==> src/hw/rtl/kdf_pkg.sv <==
// Shared types, byte codes and the CRC-8 step for the KISS deframer.
// No dependencies; every other file of the block imports this package.
package kdf_pkg;

	localparam logic [7:0] FEND_BYTE  = 8'hC0;
	localparam logic [7:0] FESC_BYTE  = 8'hDB;
	localparam logic [7:0] TFEND_BYTE = 8'hDC;
	localparam logic [7:0] TFESC_BYTE = 8'hDD;
	localparam logic [7:0] CRC_POLY   = 8'h07;
	localparam logic [6:0] LENGTH_MAX = 7'd127;
	localparam logic [1:0] DELIM_MAX  = 2'd3;
	localparam logic [1:0] DELIM_GOOD = 2'd2;

	typedef enum logic {
		ACT_BYTE    = 1'b0,
		ACT_TIMEOUT = 1'b1
	} action_t;

	typedef enum logic {
		KIND_PAYLOAD = 1'b0,
		KIND_VERDICT = 1'b1
	} kind_t;

	typedef enum logic [1:0] {
		VERDICT_OK    = 2'd0,
		VERDICT_SHORT = 2'd1,
		VERDICT_FEND  = 2'd2,
		VERDICT_CRC   = 2'd3
	} verdict_t;

	typedef struct packed {
		kind_t      kind;
		logic [7:0] payload_byte;
		verdict_t   verdict;
		logic [6:0] frame_length;
		logic [7:0] command_code;
	} result_t;

	// One byte of CRC-8, MSB first.
	function automatic logic [7:0] crc8_update(input logic [7:0] crc, input logic [7:0] data);
		logic [7:0] c;
		c = crc ^ data;
		for (int b = 0; b < 8; b++) begin
			if (c[7]) begin
				c = {c[6:0], 1'b0} ^ CRC_POLY;
			end else begin
				c = {c[6:0], 1'b0};
			end
		end
		return c;
	endfunction

endpackage

==> src/hw/rtl/kdf_in_stage.sv <==
// Input register of the deframer: holds one item until the decoder takes it.
// Depends on kdf_pkg for the action type.
module kdf_in_stage
	import kdf_pkg::*;
(
	input  logic       clk,
	input  logic       arst_n,
	input  logic       in_valid,
	output logic       in_ready,
	input  logic       action,
	input  logic [7:0] rx_byte,
	input  logic       advance,
	output logic       valid_s1,
	output action_t    action_s1,
	output logic [7:0] byte_s1
);

	assign in_ready = !valid_s1 || advance;

	always_ff @(posedge clk or negedge arst_n) begin
		if (!arst_n) begin
			valid_s1 <= 1'b0;
		end else if (in_ready) begin
			valid_s1 <= in_valid;
		end
	end

	always_ff @(posedge clk) begin
		if (in_valid && in_ready) begin
			action_s1 <= action_t'(action);
			byte_s1   <= rx_byte;
		end
	end

`ifndef SYNTHESIS
	// A held item must not be replaced while the decoder has not taken it.
	a_hold: assert property (@(posedge clk) disable iff (!arst_n)
		valid_s1 && !advance |=> valid_s1 && $stable(byte_s1) && $stable(action_s1))
		else $error("input stage item changed before it was taken");
`endif

endmodule

==> src/hw/rtl/kdf_decode.sv <==
// Frame state and the combinational unescape, CRC and verdict logic.
// Depends on kdf_pkg for byte codes, result type and crc8_update.
module kdf_decode
	import kdf_pkg::*;
#(
	parameter int RAW_BUFFER_BYTES = 128
) (
	input  logic       clk,
	input  logic       arst_n,
	input  logic       fire,
	input  action_t    action_s1,
	input  logic [7:0] byte_s1,
	output logic       res_has,
	output result_t    res
);

	localparam int CW = $clog2(RAW_BUFFER_BYTES);
	localparam logic [CW-1:0] RAW_LAST = CW'(RAW_BUFFER_BYTES - 1);

	logic [CW-1:0] raw_count_q, raw_count_d;
	logic          start_delim_q, start_delim_d;
	logic [1:0]    delim_count_q, delim_count_d;
	logic          esc_q, esc_d;
	logic [7:0]    crc_q, crc_d;
	logic [6:0]    pay_count_q, pay_count_d;
	logic [7:0]    first_q, first_d;

	logic          emit;
	logic [7:0]    emit_byte;
	logic          plain;
	verdict_t      v;

	always_comb begin
		raw_count_d   = raw_count_q;
		start_delim_d = start_delim_q;
		delim_count_d = delim_count_q;
		esc_d         = esc_q;
		crc_d         = crc_q;
		pay_count_d   = pay_count_q;
		first_d       = first_q;
		emit          = 1'b0;
		emit_byte     = byte_s1;
		plain         = 1'b0;
		res_has       = 1'b0;
		res           = '0;

		if (!start_delim_q || raw_count_q <= CW'(2)) begin
			v = VERDICT_SHORT;
		end else if (delim_count_q != DELIM_GOOD) begin
			v = VERDICT_FEND;
		end else if (crc_q != 8'd0) begin
			v = VERDICT_CRC;
		end else begin
			v = VERDICT_OK;
		end

		if (action_s1 == ACT_TIMEOUT) begin
			res_has          = 1'b1;
			res.kind         = KIND_VERDICT;
			res.verdict      = v;
			res.frame_length = pay_count_q;
			res.command_code = first_q;
			raw_count_d      = '0;
			start_delim_d    = 1'b0;
			delim_count_d    = '0;
			esc_d            = 1'b0;
			crc_d            = '0;
			pay_count_d      = '0;
			first_d          = '0;
		end else if (raw_count_q == RAW_LAST) begin
			// Raw overflow throws away the whole frame so far.
			raw_count_d   = '0;
			start_delim_d = 1'b0;
			delim_count_d = '0;
			esc_d         = 1'b0;
			crc_d         = '0;
			pay_count_d   = '0;
			first_d       = '0;
		end else begin
			if (raw_count_q == '0) begin
				start_delim_d = (byte_s1 == FEND_BYTE);
			end
			raw_count_d = raw_count_q + CW'(1);
			esc_d       = 1'b0;
			plain       = 1'b1;
			if (esc_q) begin
				if (byte_s1 == TFEND_BYTE) begin
					emit      = 1'b1;
					emit_byte = FEND_BYTE;
					plain     = 1'b0;
				end else if (byte_s1 == TFESC_BYTE) begin
					emit      = 1'b1;
					emit_byte = FESC_BYTE;
					plain     = 1'b0;
				end
			end
			if (plain) begin
				if (byte_s1 == FEND_BYTE) begin
					if (delim_count_q != DELIM_MAX) begin
						delim_count_d = delim_count_q + 2'd1;
					end
				end else if (byte_s1 == FESC_BYTE) begin
					esc_d = 1'b1;
				end else begin
					emit = 1'b1;
				end
			end
			if (emit) begin
				crc_d = crc8_update(crc_q, emit_byte);
				if (pay_count_q == '0) begin
					first_d = emit_byte;
				end
				if (pay_count_q != LENGTH_MAX) begin
					pay_count_d = pay_count_q + 7'd1;
				end
				res_has          = 1'b1;
				res.kind         = KIND_PAYLOAD;
				res.payload_byte = emit_byte;
			end
		end
	end

	always_ff @(posedge clk or negedge arst_n) begin
		if (!arst_n) begin
			raw_count_q   <= '0;
			start_delim_q <= 1'b0;
			delim_count_q <= '0;
			esc_q         <= 1'b0;
			crc_q         <= '0;
			pay_count_q   <= '0;
			first_q       <= '0;
		end else if (fire) begin
			raw_count_q   <= raw_count_d;
			start_delim_q <= start_delim_d;
			delim_count_q <= delim_count_d;
			esc_q         <= esc_d;
			crc_q         <= crc_d;
			pay_count_q   <= pay_count_d;
			first_q       <= first_d;
		end
	end

`ifndef SYNTHESIS
	a_raw_bound: assert property (@(posedge clk) disable iff (!arst_n)
		raw_count_q <= RAW_LAST)
		else $error("raw byte count passed the buffer size");
	a_esc_in_frame: assert property (@(posedge clk) disable iff (!arst_n)
		esc_q |-> raw_count_q != '0)
		else $error("escape pending outside a frame");
	a_pay_in_frame: assert property (@(posedge clk) disable iff (!arst_n)
		(pay_count_q != '0 || delim_count_q != '0) |-> raw_count_q != '0)
		else $error("frame counters set with no raw byte");
	a_timeout_clears: assert property (@(posedge clk) disable iff (!arst_n)
		fire && action_s1 == ACT_TIMEOUT |=> raw_count_q == '0 && !esc_q && crc_q == '0)
		else $error("timeout did not clear the frame");
`endif

endmodule

==> src/hw/rtl/kdf_out_stage.sv <==
// Result register of the deframer, driving the output channel.
// Depends on kdf_pkg for the result type.
module kdf_out_stage
	import kdf_pkg::*;
(
	input  logic       clk,
	input  logic       arst_n,
	input  logic       load,
	input  result_t    res,
	output logic       can_load,
	output logic       out_valid,
	input  logic       out_ready,
	output logic       kind,
	output logic [7:0] payload_byte,
	output logic [1:0] verdict,
	output logic [6:0] frame_length,
	output logic [7:0] command_code
);

	logic    valid_q;
	result_t res_q;

	assign can_load = !valid_q || out_ready;

	always_ff @(posedge clk or negedge arst_n) begin
		if (!arst_n) begin
			valid_q <= 1'b0;
		end else if (can_load) begin
			valid_q <= load;
		end
	end

	always_ff @(posedge clk) begin
		if (load && can_load) begin
			res_q <= res;
		end
	end

	assign out_valid    = valid_q;
	assign kind         = res_q.kind;
	assign payload_byte = res_q.payload_byte;
	assign verdict      = res_q.verdict;
	assign frame_length = res_q.frame_length;
	assign command_code = res_q.command_code;

`ifndef SYNTHESIS
	a_no_overwrite: assert property (@(posedge clk) disable iff (!arst_n)
		valid_q && !out_ready |=> valid_q && $stable(res_q))
		else $error("stalled result was overwritten");
`endif

endmodule

==> src/hw/rtl/kiss_deframer_crc8_check.sv <==
// KISS deframer with CRC-8 frame check, top level.
// Depends on kdf_pkg, kdf_in_stage, kdf_decode and kdf_out_stage.
//
// Input channel (in_valid/in_ready): each item is either a received byte
// (action 0, rx_byte) or a burst timeout (action 1) that closes the frame.
// Output channel (out_valid/out_ready): a result item is a decoded payload
// byte (kind 0) or a frame verdict with length and command code (kind 1).
// FEND and FESC bytes, and bytes dropped on raw overflow, give no result.
// An accepted item waits in the input register while the unescape, CRC-8
// step and verdict logic run on it; its result is then loaded into the
// result register, which drives out_valid. One item per cycle is sustained
// while out_ready is high; the CRC byte update is the longest path.
// When the receiver stalls, the result register holds its item, the input
// register can still take one more item, and in_ready falls only once that
// item needs the result register too. Reset clears the valid flags of both
// registers and the frame state; in_ready is high once reset is released.
module kiss_deframer_crc8_check
	import kdf_pkg::*;
#(
	parameter int RAW_BUFFER_BYTES = 128
) (
	input  logic       clk,
	input  logic       arst_n,
	input  logic       in_valid,
	output logic       in_ready,
	input  logic       action,
	input  logic [7:0] rx_byte,
	output logic       out_valid,
	input  logic       out_ready,
	output logic       kind,
	output logic [7:0] payload_byte,
	output logic [1:0] verdict,
	output logic [6:0] frame_length,
	output logic [7:0] command_code
);

	logic       valid_s1;
	action_t    action_s1;
	logic [7:0] byte_s1;
	logic       advance;
	logic       res_has;
	result_t    res;
	logic       can_load;

	// An item without a result may leave even while the output is stalled.
	assign advance = valid_s1 && (!res_has || can_load);

	kdf_in_stage u_in (
		.clk       (clk),
		.arst_n    (arst_n),
		.in_valid  (in_valid),
		.in_ready  (in_ready),
		.action    (action),
		.rx_byte   (rx_byte),
		.advance   (advance),
		.valid_s1  (valid_s1),
		.action_s1 (action_s1),
		.byte_s1   (byte_s1)
	);

	kdf_decode #(
		.RAW_BUFFER_BYTES (RAW_BUFFER_BYTES)
	) u_decode (
		.clk       (clk),
		.arst_n    (arst_n),
		.fire      (advance),
		.action_s1 (action_s1),
		.byte_s1   (byte_s1),
		.res_has   (res_has),
		.res       (res)
	);

	kdf_out_stage u_out (
		.clk          (clk),
		.arst_n       (arst_n),
		.load         (advance && res_has),
		.res          (res),
		.can_load     (can_load),
		.out_valid    (out_valid),
		.out_ready    (out_ready),
		.kind         (kind),
		.payload_byte (payload_byte),
		.verdict      (verdict),
		.frame_length (frame_length),
		.command_code (command_code)
	);

endmodule
==> config.mk <==
export PLATFORM = sky130hd
export DESIGN_NAME = kiss_deframer_crc8_check
export DESIGN_NICKNAME = d
export VERILOG_FILES = /design/src/hw/rtl/kdf_pkg.sv /design/src/hw/rtl/kdf_in_stage.sv /design/src/hw/rtl/kdf_decode.sv /design/src/hw/rtl/kdf_out_stage.sv /design/src/hw/rtl/kiss_deframer_crc8_check.sv
export SDC_FILE = /design/constraint.sdc
export NUM_CORES = 1
export LEC_CHECK = 0
export BUFFER_PORTS_ARGS = -buffer_cell sky130_fd_sc_hd__buf_2
export CORE_ASPECT_RATIO = 0.6
export CORE_MARGIN = 5
export CORE_UTILIZATION = 52
export DETAILED_ROUTE_END_ITERATION = 10
export GPL_ROUTABILITY_DRIVEN = 1
export GPL_TIMING_DRIVEN = 0
export PLACE_DENSITY = 0.72
export SKIP_CTS_REPAIR_TIMING = 1
export SLEW_MARGIN = 20
export SYNTH_ARGS = -nofsm -noshare
export SYNTH_HDL_FRONTEND = slang
export SYNTH_SLANG_ARGS = --single-unit
==> constraint.sdc <==
create_clock -name clk -period 3.4 [get_ports clk]
set_clock_uncertainty 0.2 [all_clocks]
set_input_delay 0.68 -clock clk [delete_from_list [all_inputs] [get_ports clk]]
set_output_delay 0.68 -clock clk [all_outputs]
set_load 0.01 [all_outputs]
* Word-level counts from Yosys, hierarchy flattened *
Cells that the tools add are included.

operators by class
  add/sub/neg operators = 3
  $lt $le $gt $ge = 1
  equal/unequal tests = 8
  multiplexer cells = 81
  bitwise logic cells = 11
  reductions and logical operators = 29

operators with widths
  operator                                              number
  2-to-1 mux 8 bit                                      34
  2-to-1 mux 7 bit                                      6
  == test 8 bit (second input constant)                 4
  2-to-1 mux 1 bit                                      25
  2-to-1 mux 3 bit                                      8
  inverter 3 bit                                        8
  nonzero test 3 bit                                    7
  adder 7 x 1 -> 7 bit (second input constant)          2
  zero test 7 bit                                       2
  2-to-1 mux 2 bit                                      7
  2-to-1 mux 9 bit                                      1
  nonzero test 8 bit                                    1
  bitwise XOR 8 bit                                     1
  == test 7 bit (second input constant)                 1
  <= comparator 7 x 2 -> 1 bit (second input constant)  1
  != test 7 bit (second input constant)                 1
  AND reduction 3 bit                                   2
  logical AND 1 bit                                     4
  zero test 1 bit                                       4
  logical OR 1 bit                                      4
  != test 2 bit (second input constant)                 2
  AND reduction 2 bit                                   2
  AND reduction 4 bit                                   1
  OR reduction 3 bit                                    1
  3 further kinds                                       4

storage, ports and cells
  flip-flop bits (word level) = 71
  input bits = 13
  output and inout port bits = 28
  logic and storage cells = 150

* Logic depth before layout (Yosys ltp) *
Gate-level depths: netlist of run 1.

  depth in word-level cells = 47
  gate-level depth with buffers = 8
  depth with buffers taken out = 7

* Hierarchy *
From an unflattened synthesis of run 1, not the netlist that was laid out.

unflattened totals
  cells, all modules = 306
  area total of the unflattened synthesis = 3458.3 um^2

by module, submodules not included
  module                    times used  cells each  area an instance (um^2)  sequential area each (um^2)
  kdf_decode                1           260         2280.9                   850.8
  kdf_out_stage             1           30          834.6                    805.8
  kdf_in_stage              1           13          324.1                    295.3
  kiss_deframer_crc8_check  1           3           18.8                     0.0

* Worst setup path before layout of run 1 *
No wires, ideal clock.

  path kind = reg-to-reg
  start point = reg u_in.byte_s1[3]
  end point = reg u_out.res_q, in the netlist u_out.command_code[0] (enable)
  library setup time = 409 ps
  data arrival time = 2699 ps
  required time = 2791 ps
  setup slack = 92 ps
  cell stages (with the launch flop) = 7
  buffers on the path = 1
  period minus slack after synthesis = 3308 ps
  path through = edfxtp_1 > nor4_2 > o21ai_2 > a21oi_1 > o21ai_1 > buf_2 > nor2_1

on the way
  cells in the longest elaborated chain, start to end = 17
  elaborated cells on any way between the ends = 25
  those cells by class = eq/ne (4); mux (16); reduce/logical (5)

ends and longest elaborated chain
  item                                 RTL line                             source
  start, declared                      kdf_in_stage.sv:15                   output logic [7:0] byte_s1
  start signal, assigned               kdf_in_stage.sv:31                   byte_s1 <= rx_byte;
  == test 8 bit                        kdf_decode.sv:91                     end else if (byte_s1 == TFESC_BYTE) begin
  2-to-1 mux 1 bit                     kdf_decode.sv:91
  2-to-1 mux 1 bit                     kdf_decode.sv:87                     if (byte_s1 == TFEND_BYTE) begin
  2-to-1 mux 1 bit                     kdf_decode.sv:86                     if (esc_q) begin
  2-to-1 mux 1 bit (on tied branches)  kdf_decode.sv:102, kdf_decode.sv:70
  2-to-1 mux 1 bit (on tied branches)  kdf_decode.sv:98, kdf_decode.sv:57
  2-to-1 mux 1 bit (*)                 kdf_decode.sv:97                     if (plain) begin
  2-to-1 mux 1 bit (*)                 kdf_decode.sv:70                     end else if (raw_count_q == RAW_LAST) begin
  2-to-1 mux 1 bit (*)                 kdf_decode.sv:57                     if (action_s1 == ACT_TIMEOUT) begin
  2-to-1 mux 1 bit (*)                 kdf_decode.sv:108                    if (emit) begin
  2-to-1 mux 1 bit (*)                 kdf_decode.sv:70
  2-to-1 mux 1 bit (*)                 kdf_decode.sv:57
  zero test 1 bit                      kiss_deframer_crc8_check.sv:46       assign advance = valid_s1 && (!res_has || can_load);
  logical OR 1 bit                     kiss_deframer_crc8_check.sv:46
  logical AND 1 bit                    kiss_deframer_crc8_check.sv:46
  logical AND 1 bit (*)                kiss_deframer_crc8_check.sv:76       .load (advance && res_has),
  logical AND 1 bit (*)                kdf_out_stage.sv:34                  if (load && can_load) begin
  end signal, assigned                 kdf_out_stage.sv:35                  res_q <= res;
  end, declared                        kdf_out_stage.sv:21                  result_t res_q;

Mark *: on every way between the ends. The rest lies on a longest branch, timed or not. The select of a mux whose other input is x is not followed.
A chain may end at the register's enable or synchronous reset.

* Final worst setup path of run 1 *
  start point = reg u_in.byte_s1[0]
  end point = out in_ready

on the way
  cells in the longest elaborated chain, start to end = 16
  elaborated cells on any way between the ends = 24
  those cells by class = eq/ne (4); mux (16); reduce/logical (4)

ends and longest elaborated chain
  item                                 RTL line                             source
  == test 8 bit                        kdf_decode.sv:91
  2-to-1 mux 1 bit                     kdf_decode.sv:91
  2-to-1 mux 1 bit                     kdf_decode.sv:87
  2-to-1 mux 1 bit                     kdf_decode.sv:86
  2-to-1 mux 1 bit (on tied branches)  kdf_decode.sv:102, kdf_decode.sv:70
  2-to-1 mux 1 bit (on tied branches)  kdf_decode.sv:98, kdf_decode.sv:57
  2-to-1 mux 1 bit (*)                 kdf_decode.sv:97
  2-to-1 mux 1 bit (*)                 kdf_decode.sv:70
  2-to-1 mux 1 bit (*)                 kdf_decode.sv:57
  2-to-1 mux 1 bit (*)                 kdf_decode.sv:108
  2-to-1 mux 1 bit (*)                 kdf_decode.sv:70
  2-to-1 mux 1 bit (*)                 kdf_decode.sv:57
  zero test 1 bit (*)                  kiss_deframer_crc8_check.sv:46
  logical OR 1 bit (*)                 kiss_deframer_crc8_check.sv:46
  logical AND 1 bit (*)                kiss_deframer_crc8_check.sv:46
  logical OR 1 bit (*)                 kdf_in_stage.sv:18                   assign in_ready = !valid_s1 || advance;
  end, declared                        kiss_deframer_crc8_check.sv:25       output logic in_ready,

Marks and branches as above.

==> results.tsv, run 1 <==
stage	metric	value	unit
run_status	status	finished clean	
finish	share of layout cells above drive strength 1	20.1	%
timing	Worst Hold Slack	0.220	ns
timing	normalized max-slew margin	33.4	%
placed_design	GP Congestion	0.855	
timing	Final Setup Violations	0	
critical_path	critical path arrival	2.32	ns
critical_path	Setup crit start kind	register	
clock_network	clock-pin slew of the registers on the worst-case setup and hold paths	0.08	ns
floorplan	core area	0.00625	mm^2
critical_path	crit-path cells	clkbuf_1, and4_1, o21ai_2, a21oi_2, or3_1, buf_2	
synth	Mapped Cells	298	
critical_path	crit-path max FO	8	
floorplan	die area	0.00838	mm^2
timing	crit share post-route	94.1	%
routing	Pre-antenna DRT Iters	4	
finish	Finished Layout Cells	438	
floorplan	IO Pins	41	
global_routing	first-pass GRT wire length	11700	um
synth	Main synth FF type	dfrtp_1	
finish	Sequential cell area	0.00195	mm^2
placed_design	Post-DP Area	0.00374	mm^2
global_routing	gr busiest metal	met1	
timing	Worst-Margin Slew	0.986	ns
synth	Synth Cell Area	0.00343	mm^2
routing	Avg WL per Cell	16.2	um
routing	routed vias	2425	
clock_network	H-tree level count	3	
timing	Fin. Hold Viols	0	
synth	Post-synth EDFFs	35	
synth	Async S/R FF share, synth	50.7	%
critical_path	Critical path origin	u_in.byte_s1[0]	
timing	RSZ-0062 raised after global routing	false	
timing	max-slew violations	0	
global_routing	GR Overflow Total	0	
floorplan	row cnt	22	
pwr	Total Power	2.51	mW
synth	Synth cell types	52	
critical_path	CP peak stage delay	0.38	ns
pwr	leak pwr	1.68	nW
critical_path	Crit-path slowest cell	or3_1	
routing	DR DRC count	0	
clock_network	total CTS buffers	9	
global_routing	Total GRT Usage	18.5	%
timing	Tmin final	3.20	ns
pwr	VDD IR max	0.356	mV
finish	Layout area overhead	15.7	%
global_routing	met3 Track Usage GR	6.13	%
pwr	Power Density	632	mW/mm^2
clock_network	Worst-Skew Late Latency	0.35	ns
floorplan	Initial Utilization	54.9	%
finish	area of the multi-input gates	0.00142	mm^2
routing	Final ANT Viol Nets	0	
clock_network	CTS tree	done	
synth	Synth top area share	30.6	%
finish	# fillers	518	
min_path	Tightest Hold Check Type	primary input to asynchronous set/reset pin	
synth	post-synth top area cell	edfxtp_1	
critical_path	CP Class	register to output port	
placed_design	port bufs	40	
critical_path	CP required	2.52	ns
routing	DR vias/cell	5.54	
routing	routed wire length	7110	um
placed_design	dpl cells	422	
clock_network	CTS root buf	clkbuf_8	
critical_path	Reg-to-Reg Start	u_in.byte_s1[0]	
critical_path	Crit. End Element	output port	
global_routing	met1 Use GR	26.9	%
floorplan	Die Span X	115	um
run	maxcap violations	0	
finish	nets@finish	370	
global_routing	largest net degree at the start of global routing	37	
synth	sequential element share of the synthesized area	56.9	%
floorplan	DIE HEIGHT	72.9	um
synth	Ys Warns	0	
clock_network	Clock Path Buffers	2	
placed_design	post-DP HPWL	5090	um
global_routing	initial antenna violation count	0	
finish	cell area after layout	0.00397	mm^2
synth	Avg Inst Size Synth	11.5	um^2
synth	#FFs+latches synth	71	
global_routing	met2 global-route usage	26.6	%
synth	Area contributors post-synth	edfxtp_1 31%, dfrtp_1 26%, and2_1 3.6%, o21ai_0 3.2%, xnor2_1 3.1%	
synth	syn nets	318	
finish	diode count	0	
global_routing	vias in the first global route	2323	
clock_network	CTS Sinks	71	
routing	initial DRC count	180	
timing	Fmax	313	MHz
-- placed cells by master (no fill, tap or decap), types with 9 or more instances in the layout --
cell and instances:
o21ai_0 22, nor2_1 19, buf_2 41, nand2b_1 10, dfrtp_1 36, nand2_1 26
inv_1 11, and2_1 20, clkbuf_8 9, edfxtp_1 35, xnor2_1 12
-- worst max-delay path: cells and delay by family, from the launching register on --
kind	cells	cell delay, ns
flip-flops	1	0.36
AND/OR/NAND/NOR	2	0.66
buffers and inverters	2	0.39
AO/OA/AOI/OAI	2	0.57
-- per-stage QoR --
step           setup WS (ns)  setup TNS (ns)  utilization, %
2_1_floorplan         0.0924               0               -
3_3_place_gp          -0.782          -20.28            59.8
3_5_place_dp          0.0827               0            59.9
4_1_cts               0.0671               0            63.3
5_1_grt               0.0588               0            63.5
6_report               0.201               0            63.5
-- state kept, by name, summed over array words and instances, names as in the netlist --
register / count
u_decode.esc_q: 1
u_decode.delim_count_q: 2
u_decode.raw_count_q: 7
u_out.out_valid: 1
u_in.valid_s1: 1
u_in.action_s1: 1
u_out.command_code: 8
u_in.byte_s1: 8
u_decode.pay_count_q: 7
u_out.kind: 1
u_out.frame_length: 7
u_out.payload_byte: 8
u_decode.start_delim_q: 1
u_out.verdict: 2
u_decode.first_q: 8
u_decode.crc_q: 8
-- worst paths after layout --
path	endpoint	slack (ns)	cells past startpoint
setup reg to reg	u_out.payload_byte[6]	0.27	7
max in group asynchronous	u_decode.first_q[1]	2.27	1
min in group clk	u_decode.first_q[4]	0.29	1
setup / recovery	in_ready	0.20	6
hold / removal	u_decode.pay_count_q[1]	0.22	1
hold reg to reg	u_decode.first_q[4]	0.29	1
-- cell usage after synthesis, drive strengths merged, types with 6 or more instances --
cell / count
inv: 11
ha: 7
edfxtp: 35
a21oi: 9
nor2: 20
and2: 20
nand2b: 10
xnor2: 12
xor2: 9
clkbuf: 7
o21ai: 26
nand4: 6
nand2: 26
dfrtp: 36
-- per-layer routing --
metal | wire [um] | vias up
li1 | - | 1168
met1 | 3440 | 1179
met2 | 2980 | 70
met3 | 621 | 8
met4 | 65 | 0
met5 | 0 | -
-- area by class of cell --
class	instances	area share, %
plain buffers	9	0.977
inverters	11	1.04
repair buffers	40	5.04
flip-flops and latches	71	49.2
clock buffers	9	3.12
multi-input cells	208	35.8
well taps	84	2.65
clock inverters	6	2.17
-- report_power, final --
group          switching [mW]  internal [mW]
Clock                   0.313          0.407
Sequential              0.119           1.04
Combinational           0.336          0.293
Total                   0.768           1.74
-- cells by family after synthesis --
family,Yosys count,share of synthesized area [%]
and+or+nand+nor,113,18.2
DFF,71,56.9
adders and majority gates,7,2.55
buffers and inverters,20,2.33
muxes,8,2.52
xor gates and xnor gates,22,6.23
AOI/OAI and AO/OA,57,11.3
Power figures use the tool's default switching activity.
==> run 2: changes to the inputs <==
--- a/config.mk
+++ b/config.mk
@@ -6,15 +6,16 @@
 export NUM_CORES = 1
 export LEC_CHECK = 0
 export BUFFER_PORTS_ARGS = -buffer_cell sky130_fd_sc_hd__buf_2
+export CELL_PAD_IN_SITES_DETAIL_PLACEMENT = 1
+export CELL_PAD_IN_SITES_GLOBAL_PLACEMENT = 1
 export CORE_ASPECT_RATIO = 0.6
 export CORE_MARGIN = 5
-export CORE_UTILIZATION = 52
+export CORE_UTILIZATION = 42
 export DETAILED_ROUTE_END_ITERATION = 10
 export GPL_ROUTABILITY_DRIVEN = 1
 export GPL_TIMING_DRIVEN = 0
-export PLACE_DENSITY = 0.72
+export PLACE_DENSITY = 0.73
 export SKIP_CTS_REPAIR_TIMING = 1
-export SLEW_MARGIN = 20
 export SYNTH_ARGS = -nofsm -noshare
 export SYNTH_HDL_FRONTEND = slang
 export SYNTH_SLANG_ARGS = --single-unit
==> run 2 against run 1 <==
Compared with the run above:
- routed wire length rose by 12%
- first-iteration DRC count shrank 41%
- total power increased by 9.8%
- largest cell class unchanged
==> results.tsv, run 2 (synthesis gave the netlist of run 1 again) <==
stage	metric	value	unit	change
routing	DR DRC count	0		unchanged
floorplan	core area	0.00791	mm^2	+27%
timing	Fmax	306	MHz	-2.0%
finish	Finished Layout Cells	463		+5.7%
global_routing	initial antenna violation count	0		unchanged
routing	met3 WL	456	um	-27%
clock_network	clock-pin slew of the registers on the worst-case setup and hold paths	0.06	ns	-0.02 ns
global_routing	Total GRT Usage	17.5	%	-1.1 points
routing	routed wire length	7950	um	+12%
global_routing	first-pass GRT wire length	13200	um	+13%
clock_network	H-tree level count	3		unchanged
finish	Layout area overhead	19.1	%	
routing	DR vias/cell	5.25		-5.2%
floorplan	row cnt	25		+14%
timing	setup_tns	0	ns	unchanged
min_path	Tightest Hold Check Type	primary input to asynchronous set/reset pin		
routing	DR WL met2	3340	um	+12%
timing	Fin. Hold Viols	0		unchanged
pwr	VDD IR max	0.285	mV	-20%
timing	Tmin final	3.26	ns	+0.0663 ns
timing	max-slew violations	0		unchanged
timing	Final Setup Violations	0		unchanged
finish	nets@finish	370		unchanged
finish	diode count	0		unchanged
floorplan	Initial Utilization	43.4	%	-12 points
routing	Pre-antenna DRT Iters	4		unchanged
routing	initial DRC count	107		-41%
floorplan	die area	0.0101	mm^2	+21%
global_routing	vias in the first global route	2452		+5.6%
global_routing	largest net degree at the start of global routing	37		unchanged
finish	share of layout cells above drive strength 1	19.7	%	-0.34 points
run	maxcap violations	0		unchanged
clock_network	CTS Sinks	71		unchanged
pwr	leak pwr	1.72	nW	+2.6%
routing	Avg WL per Cell	17.2	um	+5.7%
critical_path	crit-path max FO	8		unchanged
clock_network	Clock Path Buffers	2		unchanged
placed_design	pre-CTS setup slack	0.214	ns	+0.132 ns
clock_network	CTS root buf	clkbuf_16		
critical_path	CP Class	register to output port		
routing	Final ANT Viol Nets	0		unchanged
routing	wl on met1	3990	um	+16%
floorplan	DIE HEIGHT	80.0	um	+9.7%
critical_path	Crit. End Element	output port		
placed_design	dpl cells	447		+5.9%
critical_path	Setup crit start kind	register		
routing	max layer used	met4		
placed_design	post-DP HPWL	5920	um	+16%
clock_network	CTS tree	done		
global_routing	GR Overflow Total	0		unchanged
timing	RSZ-0062 raised after global routing	false		
finish	leading cell type in the layout, fill and taps excluded	buf_2		
placed_design	GP Congestion	0.790		-7.6%
pwr	Total Power	2.76	mW	+9.8%
floorplan	IO Pins	41		unchanged
critical_path	worst r2r path cells	8		+1
timing	crit share post-route	96.0	%	+2.0 points
clock_network	Worst-Skew Late Latency	0.34	ns	about the same
critical_path	critical path arrival	2.38	ns	+0.06 ns
timing	Worst-Margin Slew	0.886	ns	-0.100 ns
floorplan	Die Span X	127	um	+10%
critical_path	CP required	2.52	ns	about the same
timing	slack of the critical path	0.135	ns	-0.0663 ns
pwr	Power Density	674	mW/mm^2	+6.6%
timing	normalized max-slew margin	40.2	%	+6.8 points
finish	most frequent cells in the layout	41 x buf_2, 36 x dfrtp_1, 35 x edfxtp_1		
routing	routed vias	2431		+0.25%
run_status	status	finished clean		
placed_design	port bufs	40		unchanged
timing	Worst Hold Slack	0.258	ns	+0.0381 ns
clock_network	total CTS buffers	9		unchanged
## run 2: worst max-delay path, cell delays in order (launching register included)
cell	delay (ns)
edfxtp_1	0.35
clkbuf_1	0.25
and4_1	0.29
o21ai_2	0.32
a21oi_1	0.22
or3_1	0.43
buf_2	0.18
## run 2: stage by stage
stage          utilization (%)  cell area [um^2]
2_1_floorplan                -              3430
3_3_place_gp              47.6              3770
3_5_place_dp              47.8              3780
4_1_cts                   51.6              4080
5_1_grt                   51.7              4090
6_report                  51.7              4090
## run 2: layout make-up
cell class                      count  area [um^2]
Buffer                              9         38.8
Clock buffer                       10          229
Clock inverter                      6         68.8
Fill cell                         880         3830
Inverter                           11         41.3
Multi-Input combinational cell    207         1410
Sequential cell                    71         1950
Tap cell                          108          135
Timing Repair Buffer               41          215
## run 2: worst paths after layout
kind / startpoint / endpoint / slack (ns)
setup / recovery: u_in.byte_s1[0] / in_ready / 0.14
hold / removal: arst_n / u_decode.first_q[2] / 0.26
setup reg to reg: u_in.byte_s1[0] / u_out.command_code[3] / 0.23
hold reg to reg: u_decode.first_q[3] / u_decode.first_q[3] / 0.28
max in group asynchronous: arst_n / u_decode.raw_count_q[4] / 2.19
min in group clk: u_decode.first_q[3] / u_decode.first_q[3] / 0.28
## run 2: report_power, final
| part | switching, mW | leakage [nW] | total [mW] | internal, mW |
|---|---|---|---|---|
| registers | 0.122 | 0.818 | 1.17 | 1.04 |
| clock network | 0.375 | 0.143 | 0.946 | 0.571 |
| logic | 0.349 | 0.758 | 0.644 | 0.295 |
## run 2: layer usage
metal	track usage (%)	vias up
li1	-	1168
met4	7.60	0
met3	5.68	14
met5	0	-
met2	25.5	51
met1	23.8	1198
